<file path="config.mk">
export PLATFORM = sky130hd
export DESIGN_NAME = usb_control_endpoint_stages
export DESIGN_NICKNAME = d
export VERILOG_FILES = /design/src/sv/uce_pkg.sv /design/src/sv/uce_step.sv /design/src/sv/usb_control_endpoint_stages.sv
export SDC_FILE = /design/constraint.sdc
export NUM_CORES = 1
export LEC_CHECK = 0
export BUFFER_PORTS_ARGS = -buffer_cell sky130_fd_sc_hd__buf_4
export CAP_MARGIN = 20
export CORE_UTILIZATION = 30
export DETAILED_ROUTE_END_ITERATION = 8
export PLACE_DENSITY = 0.49
export SYNTH_ARGS = -nofsm -noshare
export SYNTH_HDL_FRONTEND = slang
export SYNTH_HIERARCHICAL = 1
export SYNTH_SLANG_ARGS = --single-unit
</file>
<file path="constraint.sdc">
create_clock -name clk -period 13.8 [get_ports clk]
set_input_delay 0.69 -clock clk [delete_from_list [all_inputs] [get_ports clk]]
set_output_delay 0.69 -clock clk [all_outputs]
set_load 0.02 [all_outputs]
</file>
<file path="src/sv/uce_pkg.sv">
`default_nettype none
// ----------------------------------------------------------------------------
// uce_pkg
// Shared types for the USB control endpoint stage sequencer: the event and
// result transaction layouts, the endpoint stage codes and the state record.
// ----------------------------------------------------------------------------
package uce_pkg;

  // Width of the IN byte counters; follows the reply_len field.
  localparam int unsigned IN_W = 9;

  // A valid setup packet is always eight bytes long.
  localparam logic [9:0] SETUP_BYTES = 10'd8;

  typedef enum logic [1:0] {
    EV_SETUP   = 2'd0,
    EV_OUT     = 2'd1,
    EV_IN      = 2'd2,
    EV_BUS_RST = 2'd3
  } event_kind_t;

  typedef enum logic [2:0] {
    ST_STALL      = 3'd0,
    ST_DATA_IN    = 3'd1,
    ST_LAST_IN    = 3'd2,
    ST_DATA_OUT   = 3'd3,
    ST_LAST_OUT   = 3'd4,
    ST_STATUS_IN  = 3'd5,
    ST_STATUS_OUT = 3'd6
  } stage_t;

  typedef struct packed {
    logic [1:0]  kind;
    logic [9:0]  rx_count;
    logic        dir_in;
    logic [15:0] req_length;
    logic        handler_reject;
    logic [8:0]  reply_len;
    logic        data_refused;
  } item_t;

  typedef struct packed {
    logic [2:0]  ep_stage;
    logic        tx_load;
    logic [8:0]  tx_offset;
    logic [6:0]  tx_len;
    logic        rx_copy;
    logic [15:0] rx_offset;
    logic        deliver_data;
    logic        status_done;
    logic        reset_done;
  } result_t;

  typedef struct packed {
    stage_t            stage;
    logic [IN_W-1:0]   in_left;
    logic [IN_W-1:0]   in_pos;
    logic [15:0]       out_left;
    logic [15:0]       out_pos;
    logic              zlp_needed;
  } state_t;

endpackage
`default_nettype wire

</file>
<file path="src/sv/uce_step.sv">
`default_nettype none
// ----------------------------------------------------------------------------
// uce_step
// Combinational stage transition: takes the current endpoint state and one
// event, gives the next state and the result transaction for that event.
// ----------------------------------------------------------------------------
module uce_step #(
  parameter int MAX_PACKET  = 64,
  parameter int REPLY_BYTES = 256
) (
  input  wire uce_pkg::state_t cur,
  input  wire uce_pkg::item_t  item,
  output uce_pkg::state_t      nxt,
  output uce_pkg::result_t     res
);

  localparam int unsigned IW = uce_pkg::IN_W;
  localparam logic [IW-1:0] MP_IN   = IW'(MAX_PACKET);
  localparam logic [15:0]   MP_OUT  = 16'(MAX_PACKET);
  localparam logic [9:0]    MP_RX   = 10'(MAX_PACKET);
  localparam logic [11:0]   RB_WIDE = 12'(REPLY_BYTES);
  localparam int            NMUL    = ((1 << IW) - 1) / MAX_PACKET + 1;

  logic [IW-1:0] rlen_sat;
  logic [IW-1:0] rlen;
  logic          rlen_mult;
  logic          setup_zlp;
  logic          setup_ok;

  // Shared IN packet builder; fed from the setup path or from the state.
  logic          snd_from_setup;
  logic [IW-1:0] snd_left;
  logic [IW-1:0] snd_pos;
  logic          snd_zlp;
  logic [IW-1:0] snd_n;
  logic [IW-1:0] snd_left_next;
  logic [IW-1:0] snd_pos_next;
  logic          snd_last;

  logic [15:0] out_left_sub;

  // Reply length: saturate to the buffer, then cut to the requested length.
  always_comb begin
    if ({{(12-IW){1'b0}}, item.reply_len} > RB_WIDE) begin
      rlen_sat = RB_WIDE[IW-1:0];
    end else begin
      rlen_sat = item.reply_len;
    end
    if ({{(16-IW){1'b0}}, rlen_sat} > item.req_length) begin
      rlen = item.req_length[IW-1:0];
    end else begin
      rlen = rlen_sat;
    end
  end

  // Whole number of packets: compare against every multiple that fits.
  always_comb begin
    rlen_mult = 1'b0;
    for (int k = 0; k < NMUL; k++) begin
      if (rlen == IW'(k * MAX_PACKET)) begin
        rlen_mult = 1'b1;
      end
    end
  end

  assign setup_zlp = ({{(16-IW){1'b0}}, rlen} < item.req_length) && rlen_mult;
  assign setup_ok  = (item.rx_count == uce_pkg::SETUP_BYTES) && !item.handler_reject;

  assign snd_from_setup = (item.kind == uce_pkg::EV_SETUP);
  assign snd_left       = snd_from_setup ? rlen      : cur.in_left;
  assign snd_pos        = snd_from_setup ? '0        : cur.in_pos;
  assign snd_zlp        = snd_from_setup ? setup_zlp : cur.zlp_needed;
  assign snd_n          = (snd_left < MP_IN) ? snd_left : MP_IN;
  assign snd_left_next  = snd_left - snd_n;
  assign snd_pos_next   = snd_pos + snd_n;
  assign snd_last       = (snd_n < MP_IN) || ((snd_left_next == '0) && !snd_zlp);

  assign out_left_sub = cur.out_left - MP_OUT;

  always_comb begin
    nxt = cur;
    res = '0;
    unique case (uce_pkg::event_kind_t'(item.kind))
      uce_pkg::EV_SETUP: begin
        if (!setup_ok) begin
          nxt.stage = uce_pkg::ST_STALL;
        end else if (item.dir_in) begin
          nxt.zlp_needed = setup_zlp;
          nxt.in_left    = snd_left_next;
          nxt.in_pos     = snd_pos_next;
          nxt.stage      = snd_last ? uce_pkg::ST_LAST_IN : uce_pkg::ST_DATA_IN;
          res.tx_load    = 1'b1;
          res.tx_len     = snd_n[6:0];
        end else if (item.req_length != '0) begin
          nxt.out_pos  = '0;
          nxt.out_left = item.req_length;
          nxt.stage    = (item.req_length <= MP_OUT) ? uce_pkg::ST_LAST_OUT
                                                     : uce_pkg::ST_DATA_OUT;
        end else begin
          res.tx_load = 1'b1;
          nxt.stage   = uce_pkg::ST_STATUS_IN;
        end
      end
      uce_pkg::EV_OUT: begin
        if (cur.stage == uce_pkg::ST_DATA_OUT) begin
          if (item.rx_count != MP_RX) begin
            nxt.stage = uce_pkg::ST_STALL;
          end else begin
            res.rx_copy   = 1'b1;
            res.rx_offset = cur.out_pos;
            nxt.out_pos   = cur.out_pos + MP_OUT;
            nxt.out_left  = out_left_sub;
            nxt.stage     = (out_left_sub <= MP_OUT) ? uce_pkg::ST_LAST_OUT
                                                     : uce_pkg::ST_DATA_OUT;
          end
        end else if (cur.stage == uce_pkg::ST_LAST_OUT) begin
          if ({6'b0, item.rx_count} != cur.out_left) begin
            nxt.stage = uce_pkg::ST_STALL;
          end else begin
            res.rx_copy      = 1'b1;
            res.rx_offset    = cur.out_pos;
            res.deliver_data = 1'b1;
            if (item.data_refused) begin
              nxt.stage = uce_pkg::ST_STALL;
            end else begin
              res.tx_load = 1'b1;
              nxt.stage   = uce_pkg::ST_STATUS_IN;
            end
          end
        end else begin
          nxt.stage = uce_pkg::ST_STALL;
        end
      end
      uce_pkg::EV_IN: begin
        if (cur.stage == uce_pkg::ST_DATA_IN) begin
          nxt.in_left   = snd_left_next;
          nxt.in_pos    = snd_pos_next;
          nxt.stage     = snd_last ? uce_pkg::ST_LAST_IN : uce_pkg::ST_DATA_IN;
          res.tx_load   = 1'b1;
          res.tx_offset = cur.in_pos;
          res.tx_len    = snd_n[6:0];
        end else if (cur.stage == uce_pkg::ST_LAST_IN) begin
          nxt.stage = uce_pkg::ST_STATUS_OUT;
        end else begin
          res.status_done = (cur.stage == uce_pkg::ST_STATUS_IN);
          nxt.stage       = uce_pkg::ST_STALL;
        end
      end
      uce_pkg::EV_BUS_RST: begin
        res.reset_done = 1'b1;
        nxt.stage      = uce_pkg::ST_STALL;
      end
      default: begin
        nxt.stage = uce_pkg::ST_STALL;
      end
    endcase
    res.ep_stage = nxt.stage;
  end

endmodule
`default_nettype wire

</file>
<file path="src/sv/usb_control_endpoint_stages.sv">
`default_nettype none
// ----------------------------------------------------------------------------
// usb_control_endpoint_stages
// Control endpoint stage sequencer: walks a control transfer through its
// setup, data and status stages, one bus event per transaction.
// ----------------------------------------------------------------------------

// Each event transaction (setup received, OUT done, IN done or bus reset)
// produces exactly one result transaction that carries the new endpoint
// stage, the IN packet to queue (offset and length in the reply buffer), the
// receive-buffer offset for OUT data, and strobes for the request handler.
// An event is captured in an input register, the transition logic works on
// it there and the result lands in an output register, so a result passes
// through both registers before it can be taken; one event can be taken in
// every cycle while the result side is not stalled. The endpoint state is
// updated in the same cycle the result is registered, so back-to-back events
// always see the state left by the one before. While the result register is
// held by a stall, the input register still fills once, and only then is
// the event side stalled. Bad setup sizes, wrong OUT packet sizes, handler
// rejections and events that do not fit the current stage all end in the
// stall stage; the byte counters and offsets are kept in that case.
module usb_control_endpoint_stages #(
  parameter int MAX_PACKET  = 64,
  parameter int REPLY_BYTES = 256
) (
  input  wire logic             clk,
  input  wire logic             rst,
  input  wire logic             ev_valid,
  output logic                  ev_stall,
  input  wire uce_pkg::item_t   ev_data,
  output logic                  res_valid,
  input  wire logic             res_stall,
  output uce_pkg::result_t      res_data
);

  // Input register.
  logic            item_valid;
  uce_pkg::item_t  item;

  // Endpoint state and its next value.
  uce_pkg::state_t  state;
  uce_pkg::state_t  state_next;
  uce_pkg::result_t result_next;

  logic out_free;
  logic advance;

  // The result register can take a new value when it is empty or its
  // current transaction completes in this cycle.
  assign out_free = !res_valid || !res_stall;
  assign advance  = item_valid && out_free;
  assign ev_stall = item_valid && !out_free;

  uce_step #(
    .MAX_PACKET  (MAX_PACKET),
    .REPLY_BYTES (REPLY_BYTES)
  ) u_step (
    .cur  (state),
    .item (item),
    .nxt  (state_next),
    .res  (result_next)
  );

  always_ff @(posedge clk) begin
    if (rst) begin
      item_valid <= 1'b0;
    end else if (!ev_stall) begin
      item_valid <= ev_valid;
    end
  end

  always_ff @(posedge clk) begin
    if (ev_valid && !ev_stall) begin
      item <= ev_data;
    end
  end

  always_ff @(posedge clk) begin
    if (rst) begin
      res_valid <= 1'b0;
    end else if (out_free) begin
      res_valid <= item_valid;
    end
  end

  always_ff @(posedge clk) begin
    if (advance) begin
      res_data <= result_next;
    end
  end

  // The state only moves when an event is actually consumed.
  always_ff @(posedge clk) begin
    if (rst) begin
      state.stage      <= uce_pkg::ST_STALL;
      state.in_left    <= '0;
      state.in_pos     <= '0;
      state.out_left   <= '0;
      state.out_pos    <= '0;
      state.zlp_needed <= 1'b0;
    end else if (advance) begin
      state <= state_next;
    end
  end

  // A bus reset or a completed status stage always leaves the endpoint
  // stalled, waiting for the next setup.
  a_done_stalls: assert property (@(posedge clk) disable iff (rst)
    res_valid && (res_data.reset_done || res_data.status_done)
      |-> res_data.ep_stage == uce_pkg::ST_STALL)
    else $error("reset_done or status_done without stall stage");

  // A queued packet never exceeds one maximum packet.
  a_tx_len: assert property (@(posedge clk) disable iff (rst)
    res_valid |-> res_data.tx_len <= 7'(MAX_PACKET))
    else $error("tx_len above MAX_PACKET");

  // A held event is not dropped while the result side is stalled.
  a_item_held: assert property (@(posedge clk) disable iff (rst)
    item_valid && !out_free |=> item_valid)
    else $error("pending event lost under output stall");

  // Registered stage follows the stage reported in the last result.
  a_stage_match: assert property (@(posedge clk) disable iff (rst)
    advance |=> res_data.ep_stage == state.stage)
    else $error("result stage and endpoint state disagree");

endmodule
`default_nettype wire

</file>
Word-level counts from Yosys, hierarchy flattened
Index checks and enable logic that the tools add are counted.

Equal/unequal tests: 25. Multiplexer cells: 55. Reduce and logical (&&, ||, !) cells: 26. $lt $le $gt $ge: 7. Add/sub/neg operators: 4. Bitwise gates (word level): 3.

Operators with widths (count): $mux W32 (4); $mux W18 (4); $pmux W32 S2 (1); $mux W17 (3); $mux W51 (1); $mux W9 (5); $eq A9 B9 Y1 const B (4); $mux W3 (12); $pmux W18 S2 (1); $le A16 B7 Y1 const B (2); $eq A9 B8 Y1 const B (2); $logic_not A9 Y1 (2); $lt A9 B7 Y1 const B (2); $mux W1 (18); $add A16 B7 Y16 const B (1); $gt A9 B16 Y1 (1); $lt A9 B16 Y1 (1); $ne A10 B16 Y1 (1); $reduce_bool A16 Y1 (1); $sub A16 B7 Y16 const B (1); $mux W7 (2); $pmux W7 S2 (1); $pmux W3 S4 (1); $eq A10 B4 Y1 const B (1); other kinds (25) (48).

Register bits after elaboration: 136. Bits of input ports: 44. Logic and storage cells: 144.

Logic depth before layout (Yosys ltp)
Gate-level depths: netlist (run 1).

Word-level depth: 22. Depth in mapped cells: 25.

Hierarchy
The synthesis (run 1) kept the hierarchy.

By module, submodules not included: usb_control_endpoint_stages (seq. area each 3523.4 um2, area each 4954.8 um2, instances 1, cells each 324); uce_step (seq. area each 0.0 um2, area each 3215.6 um2, instances 1, cells each 506).

Least setup slack after synthesis (run 1)
OpenSTA, ideal clock, no wires.

Path type: flip-flop to flip-flop. Start: register item[9] (netlist name). End: register state[41] (netlist name). Library setup time: 72 ps. Cell stages (with the launch flop): 23. Period minus slack after synthesis: 4711 ps. Path slack: 9089 ps. Required time: 13728 ps. Data arrival time: 4639 ps. Buffers on the path: 1. Cells stage by stage: edfxtp_1 nor2b_1 ha_1 nor2b_1 o21bai_1 a21oi_1 clkbuf_1 o211ai_1 a31oi_4 nor3_4 inv_4 or3_4 fa_1 nor2b_1 o21ai_0 a21boi_0 o21ai_0 a21boi_0 o21ai_0 or3_1 o21ai_0 nand2b_1 mux2i_1.

RTL lines: to (signal assigned) (RTL line usb_control_endpoint_stages.sv:102) `state <= state_next;`; to (decl) (RTL line usb_control_endpoint_stages.sv:41) `uce_pkg::state_t state;`.

==> flow_metrics.env, run 1 <==
export IMPL_outcome="complete, but fails checks"
export IMPL_violations="DRC"
export IMPL_fin_skew_ns=0.0102
export IMPL_fill_cells=2712
export IMPL_synth_fp_nets=904
export IMPL_powerDensity_mw_per_mm2=104
export IMPL_cts_made_buffers=17
export IMPL_multiInputGateArea_sq_mm=0.00425
export IMPL_drv_slew=0
export IMPL_start_util_pct=30.5
export IMPL_cp_end_kind="flip-flop"
export IMPL_yosysWarnings=6
export IMPL_vias=6072
export IMPL_cap_violations=0
export IMPL_grt_usage_pct=14.9
export IMPL_ys_ff_latch=136
export IMPL_drt_pass1_iterations=6
export IMPL_synth_edff_count=80
export IMPL_path_max_fanout=11
export IMPL_die_area_sq_mm=0.0279
export IMPL_rsz0062_at_grt="no"
export IMPL_synthesis_area_sq_mm=0.00817
export IMPL_slew_headroom_pct=33.2
export IMPL_synthCells=830
export IMPL_place_congestion=0.858
export IMPL_clock_sinks=136
export IMPL_first_iter_violations=459
export IMPL_ctsHoldBuffers=0
export IMPL_routed_via_density=4.85
export IMPL_grt_overflow_total=0
export IMPL_reg2reg_slack_ns=8.13
export IMPL_rows=60
export IMPL_syn_avg_cell_area_sq_um=9.84
export IMPL_cp_arrival_ns=6.01
export IMPL_seq_area_sq_mm=0.00352
export IMPL_antenna_found_initial=0
export IMPL_grt_max_degree=111
export IMPL_hpwlAfterDp_mm=14.2
export IMPL_min_period_over_period_pct=41.1
export IMPL_drc=1
export IMPL_grt_pass1_vias=6015
export IMPL_synth_compound_area_share_pct=11.7
export IMPL_cts_root_buf="clkbuf_16"
export IMPL_power_leakage_nw=3.57
export IMPL_ys_seq_area_share_pct=43.1
export IMPL_crit_type="reg -> reg"
export IMPL_ir_drop_v=0.0000537
export IMPL_max_freq_mhz=176
export IMPL_hold_path_class="in -> reg"
export IMPL_yosys_cell_types_count=73
export IMPL_wire_per_inst_um=15.9
export IMPL_coreArea_sq_mm=0.0268
export IMPL_cts_resized=0
export IMPL_finalSetupTns_ns=0
export IMPL_min_period_ns=5.67
export IMPL_synthArstFlopShare_pct=0
export IMPL_dominantRegCellSynth="edfxtp_1"
export IMPL_worstSkewPairLatency_ns=0.43
export IMPL_n_antenna_cell=0
export IMPL_synth_fa_ha_area_share_pct=4.69
export IMPL_synth_top_family_by_area="simple AND/OR/NAND/NOR gates"
export IMPL_ctsLongestPathBuffers=2
export IMPL_io_buffer_count=85
export IMPL_die_w_um=167
export IMPL_area_growth_pct=17.5
export IMPL_layout_drive_gt1_share_pct=17.3
export IMPL_fin_cells=1253
export IMPL_fin_nets=973
export IMPL_ios=86
export IMPL_synth_simple_area_share_pct=26.2
export IMPL_hold_viol=0
export IMPL_postRouteWirelength_mm=20.0
export IMPL_tritoncts="done"
export IMPL_chipHeight_um=167
export IMPL_setup_viol=0
export IMPL_clk_pin_slew_worst_paths_ns=0.06
export IMPL_postRouteAntennaNets=0
export IMPL_grt_pass1_wl_mm=32.8
export IMPL_crit_required_ns=14.14
export IMPL_synth_xor_area_share_pct=1.61
export IMPL_cts_setup_buffers=0
export IMPL_dp_cells=1221
export IMPL_start_kind="flip-flop"
export IMPL_htreeDepth=4
export IMPL_synth_mux_area_share_pct=7.70
export IMPL_worstMarginPinSlew_ns=0.999
registers in the layout, indices dropped and copies added (netlist names):
register / cells
item_valid: 1
state: 54
item: 40
res_data: 40
res_valid: 1
layout make-up:
class	count	share of cell area (%)
Timing Repair Buffer	92	7.33
Clock buffer	18	4.47
Sequential cell	136	36.7
Tap cell	341	4.45
Multi-Input combinational cell	622	44.3
Clock inverter	14	1.56
Inverter	30	1.20
layout by cell type, fill, tap and decap left out, drive strengths merged, types with 8 or more instances in the layout:
| master | instances |
|---|---|
| nand2 | 68 |
| clkbuf | 18 |
| o21ai | 36 |
| o211ai | 13 |
| ha | 29 |
| nor2 | 59 |
| nand3 | 8 |
| mux2i | 55 |
| nor4 | 11 |
| clkinv | 8 |
| o31ai | 18 |
| nor3 | 16 |
| edfxtp | 80 |
| or2 | 9 |
| inv | 32 |
| and2 | 34 |
| nand4 | 9 |
| dfxtp | 56 |
| xor2 | 12 |
| nor2b | 16 |
| nand2b | 117 |
| buf | 92 |
| a21oi | 23 |
critical path: stages, from the launching register on:
cell and delay, ns:
edfxtp_1 0.56, nor2b_1 0.26, inv_1 0.11, ha_1 0.19, nor2b_1 0.11, o21bai_1 0.09
a21oi_1 0.72, or3_1 0.21, nand3_1 0.24, nor3_4 0.49, inv_4 0.09, or3_4 0.42
fa_1 0.44, nor2b_1 0.12, o21ai_0 0.10, a21boi_0 0.27, o21ai_0 0.15, a21boi_0 0.25
o21ai_0 0.15, or3_1 0.35, o21ai_0 0.08, nand2b_1 0.07, mux2i_1 0.13
stage by stage:
step	utilization, %	total power, W	setup WS [ns]	instance area (sq um)	hold WS [ns]
2_1_floorplan	-	0.000522	9.09	8170	0.452
3_3_place_gp	33.6	0.000555	8.41	9000	0.463
3_5_place_dp	33.6	0.000556	8.27	9020	0.475
4_1_cts	35.8	0.00102	8.22	9600	0.421
5_1_grt	35.8	0.00104	7.57	9600	0.424
6_report	35.8	0.00100	8.13	9600	0.437
logic make-up after synthesis:
logic type               after synthesis
buffers and inverters                 72
XOR/XNOR                              15
AO/OA/AOI/OAI                        136
adder cells (fa/ha/maj)               30
AND/OR/NAND/NOR                      379
flip-flops                           136
multiplexers                          62
worst paths after layout:
path	to	cells after the start	startpoint
setup reg to reg	state[41]$_SDFFE_PP0P_	22	item[9]$_DFFE_PP_
hold reg to reg	state[6]$_SDFFE_PP0P_	2	state[6]$_SDFFE_PP0P_
hold / removal	item[35]$_DFFE_PP_	1	ev_data[35]
setup / recovery	state[41]$_SDFFE_PP0P_	22	item[9]$_DFFE_PP_
per-layer routing:
| metal | GRT usage, % | vias to the layer above | wire, um |
|---|---|---|---|
| met5 | 0 | - | 0 |
| met4 | 5.27 | 0 | 261 |
| met3 | 2.50 | 15 | 657 |
| met2 | 23.3 | 100 | 9010 |
| met1 | 20.7 | 2858 | 10000 |
| li1 | - | 3099 | - |
power breakdown:
| part | total, W | internal [W] | switching (W) |
|---|---|---|---|
| combinational | 0.0000951 | 0.0000407 | 0.0000545 |
| sequential | 0.000451 | 0.000443 | 0.00000839 |
| clock | 0.000455 | 0.000267 | 0.000187 |
cells in the mapped netlist, types with 4 or more instances:
library cell | number | area [sq um]
a211oi_1 | 5 | 37.5
a21o_1 | 5 | 37.5
a21oi_1 | 23 | 115
a31oi_1 | 6 | 37.5
and2_1 | 34 | 213
buf_12 | 6 | 120
buf_2 | 7 | 35.0
clkbuf_1 | 24 | 90.1
dfxtp_1 | 56 | 1120
edfxtp_1 | 80 | 2400
ha_1 | 29 | 363
inv_1 | 28 | 105
mux2_2 | 7 | 78.8
mux2i_1 | 55 | 551
nand2_1 | 68 | 255
nand2b_1 | 117 | 732
nand3_1 | 8 | 40.0
nand4_1 | 9 | 56.3
nor2_1 | 57 | 214
nor2b_1 | 16 | 100
nor3_1 | 13 | 65.1
nor4_1 | 10 | 62.6
o211ai_1 | 13 | 97.6
o21ai_0 | 34 | 170
o2bb2ai_1 | 6 | 52.6
o31ai_1 | 17 | 128
or2_2 | 8 | 50.1
or3_1 | 4 | 25.0
or4_1 | 7 | 52.6
xor2_1 | 12 | 105
(Power assumes the default switching activity.)
==> run 2, diff against run 1 <==
Clock period 13.8 ns to 5.8 ns, I/O delays scaled along.
==> run 2 against run 1 <==
The run still ends with DRC left. Power increased by 140%. Routed wire length down 0.84%. Sequential power increased by 140%. Largest power group unchanged. First-iteration DRC count is 15% lower. Critical path type unchanged.
==> flow_metrics.env, run 2 (synthesized netlist as in run 1, its figures left out) <==
export IMPL_power_leakage_nw=3.62
export IMPL_postRouteAntennaNets=0
export IMPL_io_buffer_count=85
export IMPL_rsz0062_at_grt="no"
export IMPL_path_depth=21
export IMPL_min_path_cells=1
export IMPL_largest_reg_flops=54
export IMPL_coreArea_sq_mm=0.0268
export IMPL_n_antenna_cell=0
export IMPL_cp_end_kind="flip-flop"
export IMPL_crit_slowest_cell="edfxtp_1"
export IMPL_clock_sinks=136
export IMPL_ir_drop_v=0.000133
export IMPL_finalSetupTns_ns=0
export IMPL_cts_made_buffers=17
export IMPL_chipHeight_um=167
export IMPL_worstSkewPairLatency_ns=0.43
export IMPL_routed_via_density=4.91
export IMPL_slew_headroom_pct=34.4
export IMPL_ctsLongestPathBuffers=2
export IMPL_crit_family="simple AND/OR/NAND/NOR gates"
export IMPL_powerDensity_mw_per_mm2=252
export IMPL_cp_arrival_ns=5.51
export IMPL_max_freq_mhz=193
export IMPL_totalPowerFinal_w=0.00244
export IMPL_layout_commonest_cell="nand2b_1"
export IMPL_postRouteWirelength_mm=19.8
export IMPL_first_iter_violations=391
export IMPL_layout_setup_ws_ns=0.630
export IMPL_area_growth_pct=18.4
export IMPL_violations="DRC"
export IMPL_setup_viol=0
export IMPL_critPathBufInv=1
export IMPL_hold_path_class="in -> reg"
export IMPL_die_area_sq_mm=0.0279
export IMPL_min_period_ns=5.17
export IMPL_ctsHoldBuffers=0
export IMPL_worstMarginPinSlew_ns=0.984
export IMPL_grt_overflow_total=0
export IMPL_top_regs="state x54, item x40, res_data x40"
export IMPL_pre_cts_slack_ns=0.443
export IMPL_start_kind="flip-flop"
export IMPL_clk_pin_slew_worst_paths_ns=0.07
export IMPL_outcome="complete, but fails checks"
export IMPL_drt_pass1_iterations=9
export IMPL_rr_worst_depth=21
export IMPL_final_cell_mix="nand2b_1 (117), buf_4 (98), edfxtp_1 (80), nand2_1 (68)"
export IMPL_min_period_over_period_pct=89.1
export IMPL_cpMostUsedCell="o21ai_0"
export IMPL_multiInputGateArea_sq_mm=0.00425
export IMPL_crit_required_ns=6.14
export IMPL_crit_chain="nor2b_1 > ha_1 > nand4_1 > nor3_1 > or2_1 > a22oi_2 > a31oi_1 > nor3_4 > inv_4 > or3_4 > fa_1 > nor2b_1 > o21ai_0 > a21boi_0 > o21ai_0 > a21boi_0 > o21ai_0 > or3_1 > o21ai_0 > nand2b_1 > mux2i_1"
export IMPL_fill_cells=2696
export IMPL_place_congestion=0.838
export IMPL_tritoncts="done"
export IMPL_start_util_pct=30.5
export IMPL_wire_per_inst_um=15.7
export IMPL_fin_skew_ns=0.0109
export IMPL_antenna_found_initial=0
export IMPL_layout_drive_gt1_share_pct=18.0
export IMPL_fin_nets=980
export IMPL_ios=86
export IMPL_crit_type="reg -> reg"
export IMPL_rows=60
export IMPL_cts_root_buf="clkbuf_16"
export IMPL_seq_area_sq_mm=0.00352
export IMPL_grt_usage_pct=14.5
export IMPL_grt_pass1_vias=5944
export IMPL_path_max_fanout=11
export IMPL_vias=6181
export IMPL_htreeDepth=4
export IMPL_max_stage_delay_ns=0.56
export IMPL_hold_viol=0
export IMPL_reg2reg_slack_ns=0.63
export IMPL_largest_register="state"
export IMPL_fin_cells=1260
export IMPL_hpwlAfterDp_mm=14.0
export IMPL_grt_max_degree=111
export IMPL_drv_slew=0
export IMPL_grt_pass1_wl_mm=32.0
export IMPL_die_w_um=167
export IMPL_cap_violations=0
export IMPL_drc=1
export IMPL_dp_cells=1227
[run 2: power breakdown]
group	switching [W]	internal [W]	total [W]	leakage, nW
sequential	0.0000210	0.00105	0.00107	1.21
combinational	0.000130	0.000100	0.000230	2.12
clock	0.000451	0.000684	0.00114	0.286
total	0.000602	0.00184	0.00244	3.62
[run 2: metrics by stage]
step | area, sq um | hold slack (ns) | util, %
3_3_place_gp | 9040 | 0.462 | 33.7
6_report | 9680 | 0.0338 | 36.1
4_1_cts | 9670 | 0.0193 | 36.1
2_1_floorplan | 8170 | 0.389 | -
3_5_place_dp | 9060 | 0.469 | 33.8
5_1_grt | 9680 | 0.0173 | 36.1
[run 2: layer usage]
layer | up-vias | global-route usage, % | routed length, um
li1 | 3111 | - | -
met2 | 105 | 22.6 | 8950
met4 | 0 | 4.87 | 197
met5 | - | 0 | 0
met3 | 14 | 2.50 | 604
met1 | 2951 | 20.1 | 10000
[run 2: worst paths after layout]
check,startpoint,endpoint
setup / recovery,item[9]$_DFFE_PP_,state[41]$_SDFFE_PP0P_
hold reg to reg,state[1]$_SDFFE_PP0P_,state[1]$_SDFFE_PP0P_
setup reg to reg,item[9]$_DFFE_PP_,state[41]$_SDFFE_PP0P_
hold / removal,ev_data[36],item[36]$_DFFE_PP_
[run 2: layout make-up]
cell class                 instances  share of cell area (%)
multi-input combinational        622                    43.9
sequential                       136                    36.4
timing repair buffer              99                    7.81
clock buffer                      20                    4.51
tap                              341                    4.41
clock inverter                    12                    1.72
inverter                          30                    1.19
[run 2: worst reg2reg max path: stages (launching register included)]
cell and delay (ns):
edfxtp_1 0.56, nor2b_1 0.33, ha_1 0.33, nand4_1 0.17
nor3_1 0.09, or2_1 0.30, a22oi_2 0.20, a31oi_1 0.25
nor3_4 0.38, inv_4 0.08, or3_4 0.41, fa_1 0.43
nor2b_1 0.12, o21ai_0 0.10, a21boi_0 0.23, o21ai_0 0.13
a21boi_0 0.24, o21ai_0 0.13, or3_1 0.35, o21ai_0 0.08
nand2b_1 0.08, mux2i_1 0.13
[run 2: repair_timing]
action                                  CTS  global route
endpoints found under the setup margin    0             1
buffers inserted                          0             1
gates resized for setup                   0             1
